===== src/hdl/wcs_pkg.sv =====
// ----------------------------------------------------------------------------
// wcs_pkg
// Shared constants and types for the weighted category sampler.
// ----------------------------------------------------------------------------
package wcs_pkg;

    localparam int MAX_CATEGORIES = 256;
    localparam int IDX_W          = $clog2(MAX_CATEGORIES);
    localparam int CNT_W          = $clog2(MAX_CATEGORIES + 1);

    localparam int VAL_W          = 16;
    localparam int CAT_W          = 8;
    localparam int PROD_W         = 2 * VAL_W;
    localparam int TOTAL_W        = 40;
    localparam int HALF_W         = TOTAL_W / 2;
    localparam int PP_W           = HALF_W + VAL_W;
    localparam int TARGET_W       = TOTAL_W + VAL_W;

    localparam int QUEUE_DEPTH    = 4;
    localparam int QPTR_W         = $clog2(QUEUE_DEPTH);
    localparam int QCNT_W         = $clog2(QUEUE_DEPTH + 1);

    typedef struct packed {
        logic [PROD_W-1:0] product;
        logic              row_last;
        logic [VAL_W-1:0]  uniform_draw;
    } entry_t;

    typedef struct packed {
        logic   valid;
        entry_t entry;
    } queue_head_t;

endpackage


===== src/hdl/wcs_channels.sv =====
// ----------------------------------------------------------------------------
// wcs_channels
// Valid/ready channels for sampler input and result transactions.
// ----------------------------------------------------------------------------
interface wcs_in_if;
    logic                       valid;
    logic                       ready;
    logic [wcs_pkg::VAL_W-1:0]  probability;
    logic [wcs_pkg::VAL_W-1:0]  weight;
    logic                       row_last;
    logic [wcs_pkg::VAL_W-1:0]  uniform_draw;

    modport source (output valid, probability, weight, row_last, uniform_draw,
                    input ready);
    modport sink   (input valid, probability, weight, row_last, uniform_draw,
                    output ready);
endinterface



===== src/hdl/wcs_front.sv =====
// ----------------------------------------------------------------------------
// wcs_front
// Accepts input transactions and forms the weighted product for the queue.
// ----------------------------------------------------------------------------
module wcs_front (
    input  logic            clk,
    input  logic            rst_n,
    wcs_in_if.sink          sample_in,
    output wcs_pkg::entry_t push_entry,
    output logic            push_valid,
    input  logic            push_ready
);

    logic            stage_valid_reg;
    logic            stage_valid_next;
    wcs_pkg::entry_t stage_entry_reg;
    logic            accept;

    assign sample_in.ready = !stage_valid_reg || push_ready;
    assign accept          = sample_in.valid && sample_in.ready;
    assign push_valid      = stage_valid_reg;
    assign push_entry      = stage_entry_reg;

    always_comb
    begin
        stage_valid_next = stage_valid_reg;
        if (accept)
        begin
            stage_valid_next = 1'b1;
        end
        else if (push_ready)
        begin
            stage_valid_next = 1'b0;
        end
    end

    always_ff @(posedge clk or negedge rst_n)
    begin
        if (!rst_n)
        begin
            stage_valid_reg <= 1'b0;
        end
        else
        begin
            stage_valid_reg <= stage_valid_next;
        end
    end

    always_ff @(posedge clk)
    begin
        if (accept)
        begin
            stage_entry_reg.product      <= wcs_pkg::PROD_W'(sample_in.probability)
                                          * wcs_pkg::PROD_W'(sample_in.weight);
            stage_entry_reg.row_last     <= sample_in.row_last;
            stage_entry_reg.uniform_draw <= sample_in.uniform_draw;
        end
    end

endmodule


===== src/flat_wrapper.sv =====
// flat-port wrapper written by rule: the top's interface ports become plain ports
module wcs_front_flat 
  (clk, rst_n, push_entry, push_valid, push_ready, sample_in_valid, sample_in_probability, sample_in_weight, sample_in_row_last, sample_in_uniform_draw, sample_in_ready);
  wcs_in_if sample_in_i ();
  input  logic clk;
  input  logic rst_n;
  output wcs_pkg::entry_t push_entry;
  output logic push_valid;
  input  logic push_ready;
  input wire logic [$bits(sample_in_i.valid)-1:0] sample_in_valid;
  input wire logic [$bits(sample_in_i.probability)-1:0] sample_in_probability;
  input wire logic [$bits(sample_in_i.weight)-1:0] sample_in_weight;
  input wire logic [$bits(sample_in_i.row_last)-1:0] sample_in_row_last;
  input wire logic [$bits(sample_in_i.uniform_draw)-1:0] sample_in_uniform_draw;
  output wire logic [$bits(sample_in_i.ready)-1:0] sample_in_ready;
  assign sample_in_i.valid = sample_in_valid;
  assign sample_in_i.probability = sample_in_probability;
  assign sample_in_i.weight = sample_in_weight;
  assign sample_in_i.row_last = sample_in_row_last;
  assign sample_in_i.uniform_draw = sample_in_uniform_draw;
  assign sample_in_ready = sample_in_i.ready;
  wcs_front u_core (.clk(clk), .rst_n(rst_n), .sample_in(sample_in_i), .push_entry(push_entry), .push_valid(push_valid), .push_ready(push_ready));
endmodule

===== config.mk =====
export PLATFORM = sky130hd
export DESIGN_NAME = wcs_front_flat
export DESIGN_NICKNAME = d
export VERILOG_FILES = /design/src/hdl/wcs_pkg.sv /design/src/hdl/wcs_channels.sv /design/src/hdl/wcs_front.sv /design/src/flat_wrapper.sv
export SDC_FILE = /design/constraint.sdc
export NUM_CORES = 1
export LEC_CHECK = 0
export ABC_CLOCK_PERIOD_IN_PS = 3800
export BUFFER_PORTS_ARGS = -buffer_cell sky130_fd_sc_hd__buf_2
export CAP_MARGIN = 20
export CORE_UTILIZATION = 60
export DETAILED_ROUTE_END_ITERATION = 6
export HOLD_SLACK_MARGIN = 0.08
export PLACE_DENSITY = 0.81
export SLEW_MARGIN = 0
export SYNTH_ARGS = -nofsm -noshare
export SYNTH_HDL_FRONTEND = slang
export SYNTH_SLANG_ARGS = --single-unit

===== constraint.sdc =====
create_clock -name clk -period 3.8 [get_ports clk]
set_input_delay 0.95 -clock clk [delete_from_list [all_inputs] [get_ports clk]]
set_output_delay 0.95 -clock clk [all_outputs]
set_load 0.01 [all_outputs]

=== Yosys cells after proc, flatten, opt, wreduce, memory -nomap -nowiden ===
Cells that the tools add are included.

* Register bits after elaboration: 50
* Bits of input ports: 53
* Word-level logic and storage cells: 11

* $mul: 1
* Mux-type cells: 2
* Reductions and logical operators: 4

{| class="wikitable"
|+ Operator list
! kind !! number
|-
| $mul A16 B16 Y32 || 1
|-
| $mux W1 || 2
|-
| $reduce_bool A2 Y1 || 1
|-
| $logic_and A1 B1 Y1 || 1
|-
| $logic_not A1 Y1 || 1
|-
| $logic_or A1 B1 Y1 || 1
|}

=== Depth between registers and ports, before layout ===
* Depth in word-level cells: 4
* Mapped depth: 22

=== Worst setup path after synthesis ===
No wires, ideal clock.

* Kind: input -> register
* Start point: in sample_in_weight[1]
* End point: reg u_core.stage_entry_reg, in the netlist u_core.push_entry[42] (data pin)
* Setup time: 258 ps
* Arrival: 5984 ps
* Required time: 3542 ps
* Slack: -2442 ps
* Stages on the path: 19
* Buffers on the path: 2
* Cells stage by stage: clkbuf_1 nand2_1 fa_1 fa_1 fa_1 fa_1 inv_1 fa_1 inv_1 fa_1 inv_1 ha_1 o211ai_1 a21oi_1 or3_1 buf_6 a211oi_4 o21bai_2 xnor2_1

* Cells in the longest elaborated chain, start to end: 1

{| class="wikitable"
|+ Ends and longest elaborated chain
! what !! RTL line !! RTL
|-
| from (decl) || flat_wrapper.sv:12 || <nowiki>input wire logic [$bits(sample_in_i.weight)-1:0] sample_in_weight;</nowiki>
|-
| $mul A16 B16 Y32 || wcs_front.sv:54 || <nowiki>* wcs_pkg::PROD_W'(sample_in.weight);</nowiki>
|-
| to (decl) || wcs_front.sv:16 || <nowiki>wcs_pkg::entry_t stage_entry_reg;</nowiki>
|}

No other way between the ends.
A chain may end at the register's enable or synchronous reset.

=== Worst setup path after layout ===
* Start point: in sample_in_probability[7]
* End point: reg u_core.stage_entry_reg, in the netlist u_core.push_entry[38] (data pin)

* Cells in the longest elaborated chain, start to end: 1

{| class="wikitable"
|+ Ends and longest elaborated chain
! what !! RTL line !! RTL
|-
| from (decl) || flat_wrapper.sv:11 || <nowiki>input wire logic [$bits(sample_in_i.probability)-1:0] sample_in_probability;</nowiki>
|-
| $mul A16 B16 Y32 || wcs_front.sv:54 ||
|}

No other way between the ends.

==> out/qor.csv <==
stage,metric,value,unit
route,post-DR wirelength/cell,20.18,um
clock_tree,H-tree Lvls,2,
clock_tree,clock root buffer,clkbuf_16,
yosys,yosys warns,0,
worst_hold_path,Worst Hold Class,in -> async,
route,met2 routed wirelength,16660,um
sta,Slew @ Worst Pin,0.6454,ns
die,# IOs,104,
route,total wire length,30950,um
outcome,status,"complete, but fails checks",
yosys,post-synth top area share,38.45,%
worst_setup_path,critical path data required time,3.85,ns
yosys,"area leader, netlist",fa_1,
outcome,failing checks,setup timing,
sta,Final Skew,0.008782,ns
die,width of the die,131.8,um
clock_tree,clock slew at reported path FFs,0.07,ns
route,number of DRC markers in iteration 0,613,
die,die area,0.01736,mm2
global_routing,Total GRT Usage,33.03,%
sta,Final period util,158.7,%
route,met3 WL,1731,um
die,Initial Util,61.13,%
final_layout,share of cells above drive strength 1,35.46,%
sta,RSZ-0062 raised after global routing,yes,
final_layout,fin util,82.39,%
route,First-pass DRT Iterations,5,
global_routing,initial antenna violation count,0,
yosys,"top cells by count, synth","224 x inv_1, 194 x fa_1, 152 x nand2_1",
route,DR vias,8770,
die,Die Ht,131.8,um
global_routing,final global-route overflow total,0,
clock_tree,clk sinks,50,
placement,DP HPWL,20970,um
sta,max-slew violations,0,
sta,Final Worst Setup Slack,-2.229,ns
clock_tree,worst skew pair latency,0.30,ns
yosys,register area share after synthesis,14.81,%
clock_tree,CTS tree,built,
worst_setup_path,Crit-path slowest cell,fa_1,
route,via/cell ratio,5.717,
placement,Placer Congestion,0.9196,
route,Detail Route Antenna Nets,0,
worst_setup_path,CP Launch Type,input pin,
route,drt drc,0,
worst_setup_path,"slowest stage delay, CP",0.53,ns
yosys,Avg Synthesized Cell Area,9.611,um2
yosys,Post-Synthesis Net Count,1402,
global_routing,largest net degree at the start of global routing,50,
sta,Fin. Hold Viols,0,
global_routing,number of global-route vias before repair,9384,
worst_setup_path,worst path bufs/invs,6,
worst_setup_path,Crit path top cell by count,fa_1,
yosys,Post-synth EDFFs,49,
yosys,top post-synthesis cells by area,"fa_1 38%, edfxtp_1 15%, ha_1 13%",
clock_tree,Longest Clk Path Bufs,2,
die,row count,47,
yosys,Seq cells post-synth,50,
final_layout,number of nets in the layout,1664,
yosys,Syn Std Cell Area,0.01010,mm2
final_layout,Fillers,838,
die,core area,0.01652,mm2
worst_setup_path,CP Class,in -> reg,
sta,relative slew slack,56.97,%
clock_tree,CTS buffer count,5,
worst_setup_path,Worst setup EP type,flip-flop,
yosys,cell count after synthesis,1051,
yosys,Post-synth ARST share,2.000,%
sta,fin crit period,6.029,ns
route,M1 wire length,10430,um
yosys,ys flop type,edfxtp_1,
route,top layer in use,met4,
clock_tree,CTS Hold Bufs,0,
yosys,top-count cell post-synth,inv_1,
worst_setup_path,CP top delay family,adder cells,
final_layout,Antenna Cells,0,
placement,IO Port Bufs,103,
sta,Finish-stage setup viols,26,
yosys,synth unique cells,45,
worst_setup_path,critical-path maximum fanout,5,
worst_setup_path,data arrival time of the worst path,6.08,ns
run,max-capacitance violation count,0,
worst_setup_path,crit-path cells,buf_12 > and2_4 > fa_1 > inv_1 > fa_1 > fa_1 > fa_1 > inv_1 > fa_1 > inv_1 > fa_1 > inv_2 > ha_4 > a211o_1 > o211ai_1 > a21oi_1 > or3_4 > a211oi_4 > buf_4 > xnor2_2,
global_routing,first-pass GRT wire length,44460,um
sta,fmax,165.9,MHz
final_layout,area grow syn2layout,34.78,%
-- through the flow --
step	setup slack (ns)	setup TNS (ns)	hold WS, ns	cell area, um2	cells
floorplan	-2.220	-43.31	0.6221	10480	1051
global placement	-2.500	-54.94	0.4961	12190	1496
detailed placement	-2.626	-57.05	0.5149	12190	1496
CTS	-2.010	-42.68	0.4143	13230	1524
global route	-2.305	-48.74	0.4064	13610	1534
finish	-2.229	-46.73	0.4185	13610	1534
-- path summary, 6_finish.rpt --
check                                    startpoint                    end  slack, ns  cells past startpoint
max in group asynchronous                     rst_n      u_core.push_valid       3.30                      1
min in group clk                  u_core.push_valid      u_core.push_valid       0.57                      2
hold / removal                                rst_n      u_core.push_valid       0.42                      1
setup / recovery           sample_in_probability[7]  u_core.push_entry[38]      -2.23                     20
setup reg to reg                  u_core.push_valid  u_core.push_entry[18]       2.24                      3
hold reg to reg                   u_core.push_valid      u_core.push_valid       0.57                      2
-- state kept, by name, summed over array words and instances (netlist names) --
signal             cells
u_core.push_valid      1
u_core.push_entry     49
-- logic make-up (layout without fill, tap and decap cells) --
group | count (synthesis) | count (layout) | synth area share, %
xor+xnor | 28 | 28 | 2.428
buf+inv | 262 | 525 | 9.810
fa+ha+maj | 298 | 298 | 51.33
compound gates | 83 | 83 | 5.438
mux | 1 | 1 | 0.09910
flops | 50 | 50 | 14.81
simple gates | 329 | 329 | 16.08
-- area by class of cell --
class | instances | area, um2 | share of cell area (%)
well taps | 220 | 275.3 | 2.022
inverters | 224 | 843.3 | 6.194
repair buffers | 293 | 2420 | 17.77
flip-flops and latches | 50 | 1496 | 10.99
clock buffers | 5 | 125.1 | 0.9190
multi-input cells | 739 | 8406 | 61.74
clock inverters | 3 | 48.80 | 0.3584
-- cell usage in the layout (no fill, tap or decap), types with 16 or more instances in the layout --
cell        n
and2_4     28
nand2_1   134
buf_2      73
xnor2_1    16
edfxtp_1   49
ha_4       21
buf_6      44
and2_1    102
inv_1     198
ha_1       81
buf_4     156
fa_1      179
inv_2      25
-- layer usage --
layer | global-route usage [%] | vias up
met5 | 0 | -
met4 | 16.60 | 0
met3 | 4.037 | 190
met2 | 61.93 | 487
met1 | 36.80 | 4363
li1 | - | 3730
-- timing repair --
action / CTS / global route
endpoints found under the setup margin: 27 / 27
pin swaps: 76 / 44
resized for setup: 183 / 81
gates cloned: 2 / 1
buffers inserted: 18 / 12
Power is left out: the tool's default activity adds up to more than one toggle a clock period on the data nets, which glitch-free logic cannot reach.
