`src/hdl/wcs_pkg.sv`:
```
// ----------------------------------------------------------------------------
// wcs_pkg
// Shared constants and types for the weighted category sampler.
// ----------------------------------------------------------------------------
package wcs_pkg;

    localparam int MAX_CATEGORIES = 256;
    localparam int IDX_W          = $clog2(MAX_CATEGORIES);
    localparam int CNT_W          = $clog2(MAX_CATEGORIES + 1);

    localparam int VAL_W          = 16;
    localparam int CAT_W          = 8;
    localparam int PROD_W         = 2 * VAL_W;
    localparam int TOTAL_W        = 40;
    localparam int HALF_W         = TOTAL_W / 2;
    localparam int PP_W           = HALF_W + VAL_W;
    localparam int TARGET_W       = TOTAL_W + VAL_W;

    localparam int QUEUE_DEPTH    = 4;
    localparam int QPTR_W         = $clog2(QUEUE_DEPTH);
    localparam int QCNT_W         = $clog2(QUEUE_DEPTH + 1);

    typedef struct packed {
        logic [PROD_W-1:0] product;
        logic              row_last;
        logic [VAL_W-1:0]  uniform_draw;
    } entry_t;

    typedef struct packed {
        logic   valid;
        entry_t entry;
    } queue_head_t;

endpackage

```
`src/hdl/wcs_queue.sv`:
```
// ----------------------------------------------------------------------------
// wcs_queue
// Short flop FIFO decoupling the front from the back.
// ----------------------------------------------------------------------------
module wcs_queue (
    input  logic                clk,
    input  logic                rst_n,
    input  wcs_pkg::entry_t     push_entry,
    input  logic                push_valid,
    output logic                push_ready,
    output wcs_pkg::queue_head_t head,
    input  logic                pop
);

    wcs_pkg::entry_t                mem_reg [wcs_pkg::QUEUE_DEPTH];
    logic [wcs_pkg::QPTR_W-1:0]     wr_ptr_reg;
    logic [wcs_pkg::QPTR_W-1:0]     rd_ptr_reg;
    logic [wcs_pkg::QCNT_W-1:0]     cnt_reg;
    logic [wcs_pkg::QCNT_W-1:0]     cnt_next;
    logic                           do_push;
    logic                           do_pop;

    assign push_ready  = cnt_reg < wcs_pkg::QCNT_W'(wcs_pkg::QUEUE_DEPTH);
    assign do_push     = push_valid && push_ready;
    assign do_pop      = pop && head.valid;
    assign head.valid  = cnt_reg != '0;
    assign head.entry  = mem_reg[rd_ptr_reg];

    always_comb
    begin
        cnt_next = cnt_reg;
        if (do_push && !do_pop)
        begin
            cnt_next = cnt_reg + 1'b1;
        end
        else if (!do_push && do_pop)
        begin
            cnt_next = cnt_reg - 1'b1;
        end
    end

    always_ff @(posedge clk or negedge rst_n)
    begin
        if (!rst_n)
        begin
            wr_ptr_reg <= '0;
            rd_ptr_reg <= '0;
            cnt_reg    <= '0;
        end
        else
        begin
            cnt_reg <= cnt_next;
            if (do_push)
            begin
                wr_ptr_reg <= wr_ptr_reg + 1'b1;
            end
            if (do_pop)
            begin
                rd_ptr_reg <= rd_ptr_reg + 1'b1;
            end
        end
    end

    always_ff @(posedge clk)
    begin
        if (do_push)
        begin
            mem_reg[wr_ptr_reg] <= push_entry;
        end
    end

endmodule

```
`config.mk`:
```
export PLATFORM = sky130hd
export DESIGN_NAME = wcs_queue
export DESIGN_NICKNAME = d
export VERILOG_FILES = /design/src/hdl/wcs_pkg.sv /design/src/hdl/wcs_queue.sv
export SDC_FILE = /design/constraint.sdc
export NUM_CORES = 1
export LEC_CHECK = 0
export ABC_AREA = 0
export BUFFER_PORTS_ARGS = -buffer_cell sky130_fd_sc_hd__buf_2
export CAP_MARGIN = 20
export CORE_MARGIN = 1
export CORE_UTILIZATION = 51
export CTS_CLUSTER_DIAMETER = 60
export DETAILED_ROUTE_END_ITERATION = 10
export PLACE_DENSITY = 0.73
export REMOVE_ABC_BUFFERS = 1
export SLEW_MARGIN = 20
export SYNTH_ARGS = -nofsm -noshare
export SYNTH_HDL_FRONTEND = slang
export SYNTH_SLANG_ARGS = --single-unit
```
`constraint.sdc`:
```
create_clock -name clk -period 2.2 [get_ports clk]
set_input_delay 0.11 -clock clk [delete_from_list [all_inputs] [get_ports clk]]
set_output_delay 0.11 -clock clk [all_outputs]
set_load 0.05 [all_outputs]
```
======== Word level (Yosys, flattened, before mapping) ========
Memories as Yosys holds them, arrays and structs flattened.
Index checks and enable logic that the tools add are counted.
storage, ports and cells
  register bits after elaboration ......... 7
  bits in writable memories ............... 196
  input bits .............................. 53
  output and inout bits ................... 51
  logic and storage cells ................. 21
  memories ................................ 1
memory list
  name     depth  bits a word  read ports  clocked after Yosys merged registers in  write ports  line             RTL
  mem_reg  4      49           1           0                                        1            wcs_queue.sv:15  wcs_pkg::entry_t mem_reg [wcs_pkg::QUEUE_DEPTH];
cells by class
  $add $sub $neg .......................... 4
  order comparisons ....................... 1
  multiplexer cells ....................... 4
  reductions and logical operators ........ 8
operators with widths
  operator               number
  $mux W3                2
  $add A2 B1 Y2 const B  2
  $logic_and A1 B1 Y1    4
  $add A3 B1 Y3 const B  1
  $lt A3 B3 Y1 const B   1
  $reduce_bool A3 Y1     1
  $sub A3 B1 Y3 const B  1
  $logic_not A1 Y1       2
  $mux W1                2
  $reduce_bool A2 Y1     1

======== Longest topological paths before layout ========
Gate-level depths: netlist of the first run.
  depth in word-level cells ............... 6
  gate-level depth with buffers ........... 8
  gate-level depth less buffers ........... 8

======== Worst setup path before layout of the first run ========
No wires, ideal clock.
  path type ............................... reg-to-reg
  start point ............................. register cnt_reg[2] (netlist bit)
  end point ............................... memory mem_reg[0][0] (netlist bit) (enable)
  setup time .............................. 412 ps
  arrival ................................. 1906 ps
  required time ........................... 1788 ps
  slack ................................... -117 ps
  stages on the path, launching flop included .. 4
  path buffers ............................ 1
  clock period less this slack ............ 2317 ps
  cell sequence ........................... dfrtp_1 -> nor2b_1 -> clkbuf_1 -> and2_1
between the ends
  longest elaborated chain between the ends .. 4
RTL lines
  what                           line             RTL
  from (decl)                    wcs_queue.sv:18  logic [wcs_pkg::QCNT_W-1:0] cnt_reg;
  from (signal assigned)         wcs_queue.sv:52  cnt_reg <= cnt_next;
  $lt A3 B3 Y1                   wcs_queue.sv:23  assign push_ready = cnt_reg < wcs_pkg::QCNT_W'(wcs_pkg::QUEUE_DEPTH);
  $logic_and A1 B1 Y1            wcs_queue.sv:24  assign do_push = push_valid && push_ready;
  named net do_push              wcs_queue.sv:20  logic do_push;
  $mux W1                        wcs_queue.sv:66  if (do_push)
  $mux W1 (implied by the code)  wcs_queue.sv:68  mem_reg[wr_ptr_reg] <= push_entry;
  to (decl)                      wcs_queue.sv:15
The timed path passes the listed nets, and every way through them passes these cells.

==> summary.txt, run 1 <==
Clock tree
  – Root Buffer: clkbuf_16
  – TritonCTS Buffers: 20
  – CTS tree: done
  – Clk Latency, worst-skew pair: 0.49 ns
  – Worst-path clk slew: 0.06 ns
  – Htree depth: 1
  – Clk buf depth: 3
  – Clock sinks: 203

Hold path
  – HP Class: in -> reg

Drt
  – 1st-iter DRT viols: 248
  – Detail Route Antenna Nets: 0
  – Drt drc: 0
  – Final WL: 13200 µm
  – Via Count: 3551
  – DR pass1 iterations: 4
  – Vias/cell: 5.28
  – WL/cell: 19.5 µm

STA
  – Final setup violation count: 0
  – Clock skew: 0.0132 ns
  – Part of the cycle the worst path needs: 0.972
  – Fmax: 0.468 GHz
  – Min cycle time layout: 2.14 ns
  – Fin. max-slew vios: 0
  – Slew at the pin closest to its max-slew limit: 0.421 ns
  – Final hold violation count: 0
  – RSZ-0062 raised after global routing: yes
  – Slew margin rel.: 0.719

Pwr
  – Lkg Pwr: 3.36 nW
  – Total power: 13.7 mW
  – Power density over cell area: 1430 nW/µm²
  – Sw power: 4.97 mW
  – Clock network power share: 0.243
  – Sw frac: 0.363
  – Max VDD drop: 1.02 mV
  – Combinational Power Share: 0.386
  – Int Pwr: 8.73 mW
  – Reg power frac: 0.371

Yosys
  – Post-synthesis mux area share: 0.149
  – Synth Area per Inst: 25.7 µm²
  – Gate Count Post-Synth: 293
  – Yosys warnings: 0
  – Most used DFF post-synth: edfxtp_1
  – Compound-Gate Fraction of Synth Area: 0.000664
  – Post-Synth Simple-Gate Area: 0.00714
  – Syn Std Cell Area: 7530 µm²
  – Post-synth EDFFs: 196
  – Async set-or-reset flop fraction in the synthesized netlist: 0.0345
  – XOR/XNOR share of the synthesized area: 0.00698
  – Adder-Cell Fraction of Synth Area: 0.0110
  – Seq cells post-synth: 203
  – Synth unique cells: 21
  – Sequential area share after synthesis: 0.805
  – Main combinational cell family by area after synthesis: multiplexers

GRT
  – Initial antenna violation count: 0
  – Met3 GRT Util: 0.0378
  – Met2 usage: 0.296
  – GRT Max-Usage Layer: met2
  – Largest net degree at the start of global routing: 27
  – Vias in the first global route: 3785
  – Total GRT Usage: 0.177
  – First-pass GRT wire length: 19800 µm
  – GR Layer Usage met1: 0.235
  – Total gr overflow: 0

Critical path
  – Critical path class: reg -> out
  – CP max FO: 11
  – Worst endpoint required time: 2.09 ns
  – Startpoint Class: flop
  – CP endpoint kind: primary output
  – Worst path arrival time: 2.03 ns

Floorplanning
  – Core Area: 14500 µm²
  – Chip width: 124 µm
  – Row count: 44
  – Die height: 124 µm
  – Initial Util: 0.520
  – Die area: 15300 µm²
  – I/O Pins: 104

Layout
  – Synth-to-layout area growth: 27.2%
  – Final Non-Filler Cells: 673
  – Fin util: 0.662
  – Diode count: 0
  – Max FFs per register: 196
  – Ratio of cells with drive above 1 in the final layout: 0.425
  – Layout filler cell count: 956
  – Total Nets Final: 535

Place
  – Cells after DPL: 582
  – DP HPWL: 7490 µm
  – Final RePlAce weighted congestion: 0.691
  – # port buffers: 103

Job
  – Max-cap violations: 0

Run status
  – Status: finished, final reports clean
==> path summary, 6_finish.rpt <==
kind                                from             to  slack [ns]  cells after the start
setup / recovery           rd_ptr_reg[0]       head[42]        0.06                      4
hold / removal                push_valid  wr_ptr_reg[0]        0.23                      4
setup reg to reg              cnt_reg[2]     cnt_reg[2]        0.17                      8
hold reg to reg               cnt_reg[0]     cnt_reg[0]        0.53                      1
max in group asynchronous          rst_n  rd_ptr_reg[0]        1.32                      3
min in group asynchronous          rst_n     cnt_reg[1]        0.59                      3
==> per-stage QoR <==
stage               setup TNS, ns  hold slack (ns)  setup WS (ns)  cell area (µm²)
detailed placement              0          -0.0461          0.108             8310
CTS                             0            0.179         0.0284             9530
floorplan                  -64.00           -0.186         -0.900             7390
global route              -0.0103            0.238       -0.00530             9580
global placement                0          -0.0544          0.236             8310
finish                          0            0.230         0.0616             9580
==> power by group through the flow <==
stage	sequential, mW	clock (mW)	combinational, mW
floorplan	5.36	0	3.58
global placement	5.18	0	4.95
detailed placement	5.22	0	5.00
CTS	5.08	3.40	5.26
global route	5.14	3.57	5.60
finish	5.08	3.33	5.29
==> cells by family (layout without fill, tap and decap cells) <==
family,count (synthesis),after routing
AO/OA/AOI/OAI,1,1
multiplexers,50,50
buffers and inverters,17,213
AND/OR/NAND/NOR,10,10
flip-flops,203,203
adder cells (fa/ha/maj),6,6
XOR/XNOR,6,6
==> layer usage <==
metal / vias up / share of wire
li1: 1599 / -
met1: 1831 / 0.43
met2: 100 / 0.50
met3: 21 / 0.057
met4: 0 / 0.016
met5: - / 0
==> final cells by class <==
cell class / count / area, µm² / area share
multi-input cells: 73 / 1340 / 0.140
repair buffers: 174 / 1280 / 0.134
clock buffers: 26 / 554 / 0.0579
well taps: 184 / 230 / 0.0240
flip-flops and latches: 203 / 6070 / 0.633
clock inverters: 9 / 93.8 / 0.00980
inverters: 4 / 15.0 / 0.00157
==> synth_stat cells (2+ instances only) <==
cell / instances / area [µm²]
inv_1: 4 / 15.0
clkbuf_1: 2 / 7.51
xnor2_1: 5 / 43.8
ha_1: 5 / 62.6
dfrtp_1: 7 / 175
nand2_1: 2 / 7.51
mux4_2: 48 / 1080
buf_2: 5 / 25.0
edfxtp_1: 196 / 5890
buf_12: 5 / 100
and2_1: 4 / 25.0
==> what timing repair did <==
action / 4_1_cts / 5_1_grt
hold buffers: 52 / 0
resized for setup: 0 / 21
pin swaps: 0 / 2
endpoints found under the hold margin: 205 / 0
buffers inserted: 4 / 0
endpoints found under the setup margin: 39 / 17
cloned: 0 / 0
==> layout by cell type, fill, tap and decap left out, types with 5 or more instances in the layout <==
cell	n
dfrtp_1	5
edfxtp_1	196
clkbuf_16	21
buf_4	17
buf_2	96
mux4_2	48
buf_12	6
dlygate4sd3_1	52
xnor2_1	5
==> critical path, cell delays in order (launching register included) <==
cell	delay (ns)
dfrtp_4	0.51
buf_12	0.13
buf_12	0.14
mux4_2	0.52
buf_2	0.23
No activity file was read; power rests on OpenSTA's default activity.
==> inputs of run 2 (changes only) <==
Settings changed: ABC_AREA 0 to 1, CORE_UTILIZATION 51 to 52, PLACE_DENSITY 0.73 to 0.74.
==> run 2 against run 1 <==
Net effect:
- maximum frequency up 0.68%
- via count up 43%
- critical endpoint is now head[16]
- register-to-register slack better by 0.19 ns
- clock skew down 0.0091 ns
- synthesized cell count up 110%
- cell area up 6.1%
- hold slack better by 0.15 ns
- first-iteration DRC count up 8.1%
- largest power group unchanged
- flip-flop and latch count unchanged
- setup slack better by 0.015 ns
- global-route usage up 1.2 points
- count of clock-buffer cells in the layout up 1
==> summary.txt, run 2 <==
Run status
  – Status: finished, final reports clean

GRT
  – Largest net degree at the start of global routing: 56 (+110%)
  – Total GRT Usage: 0.189 (+0.0121)
  – Total gr overflow: 0 (unchanged)
  – First-pass GRT wire length: 23700 µm (+19%)
  – Vias in the first global route: 4918 (+30%)
  – Initial antenna violation count: 1 (+1)

Critical path
  – Worst Setup EP: head[16]
  – CP endpoint kind: primary output
  – R2r startpoint: cnt_reg[0]
  – Worst r2r dst: cnt_reg[2]
  – Worst path arrival time: 2.01 ns (-0.02 ns)
  – Worst Reg-to-Reg Cells: 10 (+2)
  – Worst endpoint required time: 2.09 ns (about the same)
  – Startpoint Class: flop
  – Critical path class: reg -> out
  – CP Launch Point: rd_ptr_reg[0]
  – CP max FO: 52 (+41)
  – Register-to-register setup slack: 0.36 ns (+0.19 ns)

Yosys
  – Gate Count Post-Synth: 627 (+110%)
  – Yosys warnings: 0 (unchanged)
  – Post-synth EDFFs: 196 (unchanged)
  – Synth area leader: edfxtp_1
  – Area share of the largest cell type after synthesis: 0.719 (-0.0621)
  – Count leader, synth: edfxtp_1
  – Sequential area share after synthesis: 0.741 (-0.0640)
  – Seq cells post-synth: 203 (unchanged)
  – Top post-synthesis cells by area: edfxtp_1, o211ai_1, nand2_1
  – Top cells by count, synth: edfxtp_1, nand2_1, o211ai_1
  – Async set-or-reset flop fraction in the synthesized netlist: 0.0345 (unchanged)
  – Syn Std Cell Area: 8180 µm² (+8.6%)
  – Most used DFF post-synth: edfxtp_1
  – Synth Area per Inst: 13.1 µm² (-49%)
  – Synth unique cells: 19 (-9.5%)

Floorplanning
  – Die height: 127 µm (+3.2%)
  – Chip width: 127 µm (+3.2%)
  – I/O Pins: 104 (unchanged)
  – Initial Util: 0.536 (+0.0161)
  – Core Area: 15300 µm² (+5.4%)
  – Row count: 45 (+2.3%)
  – Die area: 16200 µm² (+6.4%)

STA
  – Part of the cycle the worst path needs: 0.965 (-0.00659)
  – Clock skew: 0.00404 ns (-0.00915 ns)
  – Slew at the pin closest to its max-slew limit: 0.478 ns (+0.0568 ns)
  – Fmax: 0.471 GHz (+0.68%)
  – TNS Setup: 0 ns (unchanged)
  – Min cycle time layout: 2.12 ns (-0.0145 ns)
  – RSZ-0062 raised after global routing: yes
  – Fin. max-slew vios: 0 (unchanged)
  – Final setup violation count: 0 (unchanged)
  – Slew margin rel.: 0.682 (-0.0379)
  – Final WS setup: 0.0761 ns (+0.0145 ns)
  – Final hold violation count: 0 (unchanged)

Pwr
  – Power density over cell area: 1440 nW/µm² (+0.97%)
  – Int Pwr: 8.45 mW (-3.2%)
  – Sw power: 6.23 mW (+25%)
  – Reg power frac: 0.349 (-0.022)
  – Combinational Power Share: 0.437 (+0.051)
  – Sw frac: 0.425 (+0.0617)
  – Clock network power share: 0.214 (-0.029)
  – Max VDD drop: 1.26 mV (+24%)
  – Lkg Pwr: 4.11 nW (+22%)

Drt
  – Drt drc: 0 (unchanged)
  – 1st-iter DRT viols: 268 (+8.1%)
  – Detail Route Antenna Nets: 0 (unchanged)
  – DR pass1 iterations: 4 (unchanged)
  – Via Count: 5077 (+43%)
  – Final WL: 15200 µm (+16%)
  – WL/cell: 15.0 µm (-23%)
  – Vias/cell: 5.01 (-5.0%)

Clock tree
  – Clk buf depth: 3 (unchanged)
  – CTS tree: done
  – TritonCTS Buffers: 20 (unchanged)
  – Htree depth: 1 (unchanged)
  – Worst-path clk slew: 0.06 ns (about the same)
  – Clk Latency, worst-skew pair: 0.47 ns (-0.02 ns)
  – Clock sinks: 203 (unchanged)
  – Setup bufs post-CTS: 0 (-4)
  – Root Buffer: clkbuf_16

Layout
  – Ratio of cells with drive above 1 in the final layout: 0.222 (-0.203)
  – Layout filler cell count: 1069 (+12%)
  – Area occupied by multi-input gates: 1530 µm² (+14%)
  – Max FFs per register: 196 (unchanged)
  – Most frequent cells in the layout: edfxtp_1, nand2_1, buf_2, o211ai_1, inv_1
  – Fin area: 10200 µm² (+6.1%)
  – Most common cell after layout, fill and taps aside: edfxtp_1
  – Fin util: 0.666 (+0.00458)
  – Register area: 6060 µm² (about the same)
  – Synth-to-layout area growth: 24.2%
  – Final Non-Filler Cells: 1013 (+51%)
  – Total Nets Final: 847 (+58%)

Place
  – DP HPWL: 8750 µm (+17%)
  – # port buffers: 103 (unchanged)
  – Area post-placement: 9000 µm² (+8.3%)
  – Cells after DPL: 924 (+59%)
  – Final RePlAce weighted congestion: 0.695 (+0.61%)
  – Dpl ws: 0.413 ns (+0.305 ns)

Job
  – Max-cap violations: 0 (unchanged)

Hold path
  – Hold path start: push_entry[34]
  – HP Class: in -> reg
-- run 2: changes by cell type in the layout (fill, tap and decap cells not counted), sizes merged, moves of 2 or more --
cell,before,now
o211ai,0,98
buf,122,118
xnor2,5,1
inv,4,110
mux4,49,0
and2,4,0
nand2,2,165
nand3,1,3
nor2,1,5
-- run 2: layout make-up --
type / count / area share
Antenna cell: 1 / 0.000246
Clock buffer: 27 / 0.0539
Clock inverter: 8 / 0.00579
Inverter: 111 / 0.0436
Multi-Input combinational cell: 281 / 0.151
Sequential cell: 203 / 0.596
Tap cell: 211 / 0.0260
Timing Repair Buffer: 171 / 0.124
-- run 2: power by group through the flow --
stage               combinational, mW  clock, mW  sequential [mW]
global placement                 6.18          0             5.17
detailed placement               6.31          0             5.21
CTS                              6.40       3.22             5.13
global route                     6.90       3.36             5.17
finish                           6.41       3.15             5.12
floorplan                        4.47          0             5.27
-- run 2: cell families (layout without fill, tap and decap cells) --
logic type / after synthesis / after routing / synth area share
DFF: 203 / 203 / 0.741
AOI/OAI and AO/OA: 99 / 99 / 0.0905
xor gates and xnor gates: 2 / 2 / 0.00214
other: 0 / 1 / 0
adders and majority gates: 6 / 6 / 0.0101
and+or+nand+nor: 174 / 174 / 0.0806
buffers and inverters: 143 / 317 / 0.0760
-- run 2: routing by layer --
layer | part of all wire | up-vias | GRT usage | wire length (µm)
met4 | 0.021 | 0 | 0.0581 | 317
li1 | - | 2495 | - | -
met3 | 0.049 | 24 | 0.0327 | 748
met1 | 0.42 | 2423 | 0.231 | 6340
met5 | 0 | - | 0 | 0
met2 | 0.51 | 135 | 0.342 | 7790
-- run 2: worst min-delay path by stage --
stage                           to  slack [ns]  cells after the start
floorplan               cnt_reg[0]       -0.19                      0
global placement     rd_ptr_reg[0]       -0.05                      1
detailed placement   rd_ptr_reg[0]       -0.04                      1
CTS                 mem_reg[0][36]        0.36                      2
global route        mem_reg[1][40]        0.38                      2
finish              mem_reg[2][34]        0.38                      2
-- run 2: critical path: stages (launching register included) --
cell	delay (ns)
dfrtp_1	0.41
bufinv_16	0.33
buf_16	0.24
nand2_1	0.09
o211ai_1	0.10
nand2_1	0.11
buf_2	0.23
-- run 2: repair_timing --
action / CTS / global route
hold buffers: 53 / 0
gates resized for setup: 0 / 6
hold endpoints to repair: 206 / 0
endpoints found under the setup margin: 0 / 29
-- run 2: through the flow --
stage	power, mW	hold WS (ns)
floorplan	9.74	-0.186
global placement	11.4	-0.0489
detailed placement	11.5	-0.0424
CTS	14.8	0.364
global route	15.4	0.377
finish	14.7	0.384
